$ cat src/rtl/cfla_pkg.sv
// Shared types and constants of the circular free-list allocator.
`default_nettype none

package cfla_pkg;

  // Fixed field widths of the command and result ports.
  localparam int unsigned ACTION_W = 2;
  localparam int unsigned INDEX_W  = 10;
  localparam int unsigned STATUS_W = 3;
  localparam int unsigned COUNT_W  = 11;

  // Reset value of the slot count register.
  localparam logic [COUNT_W-1:0] SLOT_COUNT_RESET = 11'd1024;

  // Action codes.
  typedef enum logic [ACTION_W-1:0] {
    ACT_INIT      = 2'd0,
    ACT_RSV_HEAD  = 2'd1,
    ACT_RELEASE   = 2'd2,
    ACT_RSV_NAMED = 2'd3
  } action_e;

  // Result status codes.
  typedef enum logic [STATUS_W-1:0] {
    ST_OK       = 3'd0,
    ST_NO_FREE  = 3'd1,
    ST_REL_FREE = 3'd2,
    ST_IN_USE   = 3'd3,
    ST_RANGE    = 3'd4
  } status_e;

  // Controller states.
  typedef enum logic [2:0] {
    S_IDLE   = 3'd0,
    S_SWEEP  = 3'd1,
    S_LOOK   = 3'd2,
    S_UPDATE = 3'd3,
    S_LINK   = 3'd4
  } state_e;

  // Commands from the controller to the datapath.
  typedef struct packed {
    logic load;    // latch a new command
    logic sweep;   // write one slot of the init sweep
    logic look;    // read the link and flag tables
    logic update;  // decide and do the first set of writes
    logic link;    // second link writes of a release
    logic finish;  // present the result in the next cycle
  } cmd_t;

  // Status from the datapath to the controller.
  typedef struct packed {
    logic sweep_last;  // the sweep is at the last slot
    logic need_link;   // the release needs a second write cycle
  } sts_t;

endpackage

`default_nettype wire

$ cat src/rtl/cfla_ctrl.sv
// Controller state machine of the circular free-list allocator.
`default_nettype none

module cfla_ctrl (
  input  wire logic              clk_i,
  input  wire logic              rst_ni,
  input  wire logic              start_i,
  input  wire logic [1:0]        action_i,
  input  wire cfla_pkg::sts_t    sts_i,
  output cfla_pkg::cmd_t         cmd_o,
  output logic                   busy_o
);

  cfla_pkg::state_e state_q, state_d;

  // State register.
  always_ff @(posedge clk_i or negedge rst_ni) begin
    if (!rst_ni) begin
      state_q <= cfla_pkg::S_IDLE;
    end else begin
      state_q <= state_d;
    end
  end

  // Next state and commands.
  always_comb begin
    state_d = state_q;
    cmd_o   = '0;
    case (state_q)
      cfla_pkg::S_IDLE: begin
        if (start_i) begin
          cmd_o.load = 1'b1;
          if (cfla_pkg::action_e'(action_i) == cfla_pkg::ACT_INIT) begin
            state_d = cfla_pkg::S_SWEEP;
          end else begin
            state_d = cfla_pkg::S_LOOK;
          end
        end
      end
      cfla_pkg::S_SWEEP: begin
        cmd_o.sweep = 1'b1;
        if (sts_i.sweep_last) begin
          cmd_o.finish = 1'b1;
          state_d      = cfla_pkg::S_IDLE;
        end
      end
      cfla_pkg::S_LOOK: begin
        cmd_o.look = 1'b1;
        state_d    = cfla_pkg::S_UPDATE;
      end
      cfla_pkg::S_UPDATE: begin
        cmd_o.update = 1'b1;
        if (sts_i.need_link) begin
          state_d = cfla_pkg::S_LINK;
        end else begin
          cmd_o.finish = 1'b1;
          state_d      = cfla_pkg::S_IDLE;
        end
      end
      cfla_pkg::S_LINK: begin
        cmd_o.link   = 1'b1;
        cmd_o.finish = 1'b1;
        state_d      = cfla_pkg::S_IDLE;
      end
      default: begin
        state_d = cfla_pkg::S_IDLE;
      end
    endcase
  end

  assign busy_o = (state_q != cfla_pkg::S_IDLE);

endmodule

`default_nettype wire

$ cat config.mk
export PLATFORM = sky130hd
export DESIGN_NAME = cfla_ctrl
export DESIGN_NICKNAME = d
export VERILOG_FILES = /design/src/rtl/cfla_pkg.sv /design/src/rtl/cfla_ctrl.sv
export SDC_FILE = /design/constraint.sdc
export NUM_CORES = 1
export LEC_CHECK = 0
export ABC_CLOCK_PERIOD_IN_PS = 1800
export BUFFER_PORTS_ARGS = -buffer_cell sky130_fd_sc_hd__buf_2
export CAP_MARGIN = 10
export CORE_AREA = 2 2 39 41
export DETAILED_ROUTE_END_ITERATION = 12
export DIE_AREA = 0 0 41 43
export GPL_TIMING_DRIVEN = 1
export HOLD_SLACK_MARGIN = 0.15
export RECOVER_POWER = 50
export SETUP_SLACK_MARGIN = 0.3
export SYNTH_ARGS = -nofsm -noshare
export SYNTH_HDL_FRONTEND = slang
export SYNTH_SLANG_ARGS = --single-unit
$ cat constraint.sdc
create_clock -name clk_i -period 1.8 [get_ports clk_i]
set_clock_uncertainty 0.15 [all_clocks]
set_input_delay 0.36 -clock clk_i [delete_from_list [all_inputs] [get_ports clk_i]]
set_output_delay 0.36 -clock clk_i [all_outputs]
set_load 0.005 [all_outputs]
Word-level counts from Yosys, hierarchy flattened
Cells that the tools add are included.
- flip-flop bits (word level): 3
- output and inout port bits: 7
- logic and storage cells: 25
- equal/unequal tests: 6
- multiplexer cells: 14
- reduce and logical (&&, ||, !) cells: 4
- operator list (operator ; number):
    $pmux 3 s4 ; 1
    $mux 3 ; 3
    $mux 1 ; 8
    $eq 3x2->1 const B ; 2
    $ne 2x2->1 const B ; 2
    $eq 3x1->1 const B ; 1
    $eq 3x3->1 const B ; 1
    $logic_not 3->1 ; 1
    $pmux 1 s3 ; 1
    $reduce_bool 3->1 ; 1
    $logic_not 2->1 ; 1
    $mux 2 ; 1
    $reduce_and 2->1 ; 1

Depth between registers and ports, before layout
- depth in word-level cells: 4
- mapped depth: 2
- depth with buffers taken out: 2

Worst setup path before layout
No wires, ideal clock.
- kind: reg-to-output
- from: register state_q[1]
- to: output cmd_o[5] (netlist name)
- arrival time: 945 ps
- data required time: 1290 ps
- setup slack: 345 ps
- stages on the path, launching flop included: 3
- cell sequence: dfrtp_1 -> or3_1 -> nor2_1
- RTL lines (item ; line ; source):
    start, declared ; cfla_ctrl.sv:14 ; cfla_pkg::state_e state_q, state_d;
    start signal, assigned ; cfla_ctrl.sv:19 ; state_q <= cfla_pkg::S_IDLE;
    start signal, assigned ; cfla_ctrl.sv:21 ; state_q <= state_d;
    end, declared ; cfla_ctrl.sv:10 ; output cfla_pkg::cmd_t cmd_o,

==> impl_metrics.env <==
export IMPL_dr_pass1_iters=1
export IMPL_grt_pass1_vias=248
export IMPL_synth_top_area_share_pct=38.2
export IMPL_grt_max_degree=8
export IMPL_start_util_pct=14.2
export IMPL_seq_area_frac_synth_pct=38.2
export IMPL_path_max_fanout=6
export IMPL_cts_sinks=3
export IMPL_io_buffers=13
export IMPL_grt_overflow=0
export IMPL_cts_tree="built"
export IMPL_clock_latency_ps=230
export IMPL_slew_viol_final=0
export IMPL_row_count=14
export IMPL_cp_data_required_time_ps=1290
export IMPL_largest_reg_flops=3
export IMPL_h_tree_depth=1
export IMPL_setup_viol=0
export IMPL_regMostFlops="state_q"
export IMPL_synth_area_um2=196
export IMPL_dpl_hpwl_um=376
export IMPL_critPathKind="flip-flop to primary output"
export IMPL_synthDistinctLibCells=14
export IMPL_die_h_um=43
export IMPL_endpoint_kind="primary output"
export IMPL_ys_top_cells_by_count="3 x dfrtp_1, 3 x inv_1, 2 x a211o_1, 2 x nor3b_1"
export IMPL_io_pins=14
export IMPL_peakVddDrop_v=0.000358
export IMPL_ys_ff_latch=3
export IMPL_synth_main_ff_cell="dfrtp_1"
export IMPL_synth_edf_count=0
export IMPL_maxCapViolations=0
export IMPL_synthTopCellsByArea="dfrtp_1 38%, a211o_1 8.9%, nor3b_1 7.6%"
export IMPL_cts_root_buffer="clkbuf_4"
export IMPL_drc=0
export IMPL_cp_arrival_ps=1240
export IMPL_core_um2=1380
export IMPL_max_freq_mhz=573
export IMPL_reg_top3="state_q x3"
export IMPL_period_minus_slack_ps=1750
export IMPL_place_congestion=0.581
export IMPL_hold_violations=0
export IMPL_hold_class="primary input to flip-flop"
export IMPL_cts_buffers=3
export IMPL_drtIter0Drc=0
export IMPL_min_period_over_period_pct=97.0
export IMPL_synthCells=20
export IMPL_routed_wl_um=679
export IMPL_syn_nets=27
export IMPL_antennaDiodeCount=0
export IMPL_ant_nets=0
export IMPL_rsz0062_at_grt="true"
export IMPL_synth_async_reset_ratio_pct=100
export IMPL_routedWlPerCell_um=11.0
export IMPL_clkTransAtPathRegs_ps=40
export IMPL_grtUsageTotal_pct=7.74
export IMPL_holdWs_ps=214
export IMPL_area_growth_syn_to_layout_pct=117
export IMPL_syn_area_per_cell_um2=9.82
export IMPL_drive_above_1_share_pct=65.2
export IMPL_fin_total_pwr_uw=655
export IMPL_yosysWarnings=0
export IMPL_worst_pin_slew_ps=291
export IMPL_crit_path_start_kind="flip-flop"
export IMPL_dieArea_um2=1760
export IMPL_cts_max_path_buffers=2
export IMPL_slew_headroom_pct=80.3
export IMPL_vias_per_cell=4.03
export IMPL_routed_via_count=250
export IMPL_nets=54
export IMPL_status="complete, no violations"
export IMPL_die_w_um=41
export IMPL_powerDensity_nw_per_um2=1540
export IMPL_synth_area_leader_cell="dfrtp_1"
export IMPL_power_leakage_nw=0.223
export IMPL_antenna_found_initial=0
export IMPL_grt_pass1_wl_um=855
==> layout by cell type, fill, tap and decap left out, drive strengths merged <==
cell / netlist / routed
dlygate4sd3: 0 / 1
o21ai: 1 / 1
or3: 1 / 1
inv: 3 / 3
clkbuf: 0 / 6
and3b: 1 / 1
nor4b: 1 / 1
dfrtp: 3 / 3
and2: 1 / 1
nor3b: 3 / 3
nor2: 1 / 1
a211oi: 1 / 1
a211o: 2 / 2
buf: 0 / 19
nor4: 1 / 1
and4bb: 1 / 1
==> through the flow <==
step | setup slack (ps) | TNS, ps | cells | cell area, um^2 | utilization [%]
floorplan | 345 | 0 | 20 | 196 | -
global placement | 219 | 0 | 49 | 282 | 20.3
detailed placement | 216 | 0 | 49 | 282 | 20.3
CTS | 44.4 | 0 | 59 | 368 | 26.6
global route | -9.61 | -9.61 | 62 | 425 | 30.7
finish | 54.0 | 0 | 62 | 425 | 30.7
==> timing repair <==
item | 4_1_cts | 5_1_grt
endpoints found under the hold margin | 3 | 0
setup endpoints to repair | 7 | 7
resized for setup | 6 | 5
hold buffers | 1 | 0
buffers inserted | 5 | 3
pin swaps | 3 | 1
==> worst max-delay path, stage by stage, from the launching register on <==
cell	delay, ps
dfrtp_2	420
or3_1	390
nor2_1	80
buf_2	110
==> metal layers <==
layer	GRT usage, %	wire length, um
met1	6.13	243
met5	0	0
met4	8.00	0
met3	1.57	46
met2	13.4	389
==> final timing paths <==
path / to / startpoint / slack (ps) / depth (start not counted)
worst max-delay path: cmd_o[5] / state_q[1]$_DFFE_PN0P_ / 50 / 3
worst min-delay path: state_q[2]$_DFFE_PN0P_ / sts_i[0] / 210 / 2
worst max register to register: state_q[0]$_DFFE_PN0P_ / state_q[0]$_DFFE_PN0P_ / 420 / 4
worst min register to register: state_q[1]$_DFFE_PN0P_ / state_q[1]$_DFFE_PN0P_ / 460 / 2
max in group asynchronous: state_q[0]$_DFFE_PN0P_ / rst_ni / 1010 / 2
min in group asynchronous: state_q[2]$_DFFE_PN0P_ / rst_ni / 320 / 2
==> report_power, final <==
group / internal (mW) / switching (mW)
sequential: 0.0989 / 0.0372
combinational: 0.257 / 0.144
clock: 0.0830 / 0.0343
==> cell families (layout without fill, tap and decap cells) <==
family	count (synthesis)	count (layout)	synth area share, %
flip-flops	3	3	38.2
buffers and inverters	3	29	5.73
AND/OR/NAND/NOR	10	10	40.8
AO/OA/AOI/OAI	4	4	15.3
==> final cells by class <==
type                            count  area [um^2]
Clock buffer                        4         26.3
Fill cell                         159          958
Inverter                            3         11.3
Multi-Input combinational cell     14          133
Sequential cell                     3         78.8
Tap cell                           16         20.0
Timing Repair Buffer               22          156
Power figures use the tool's default switching activity.
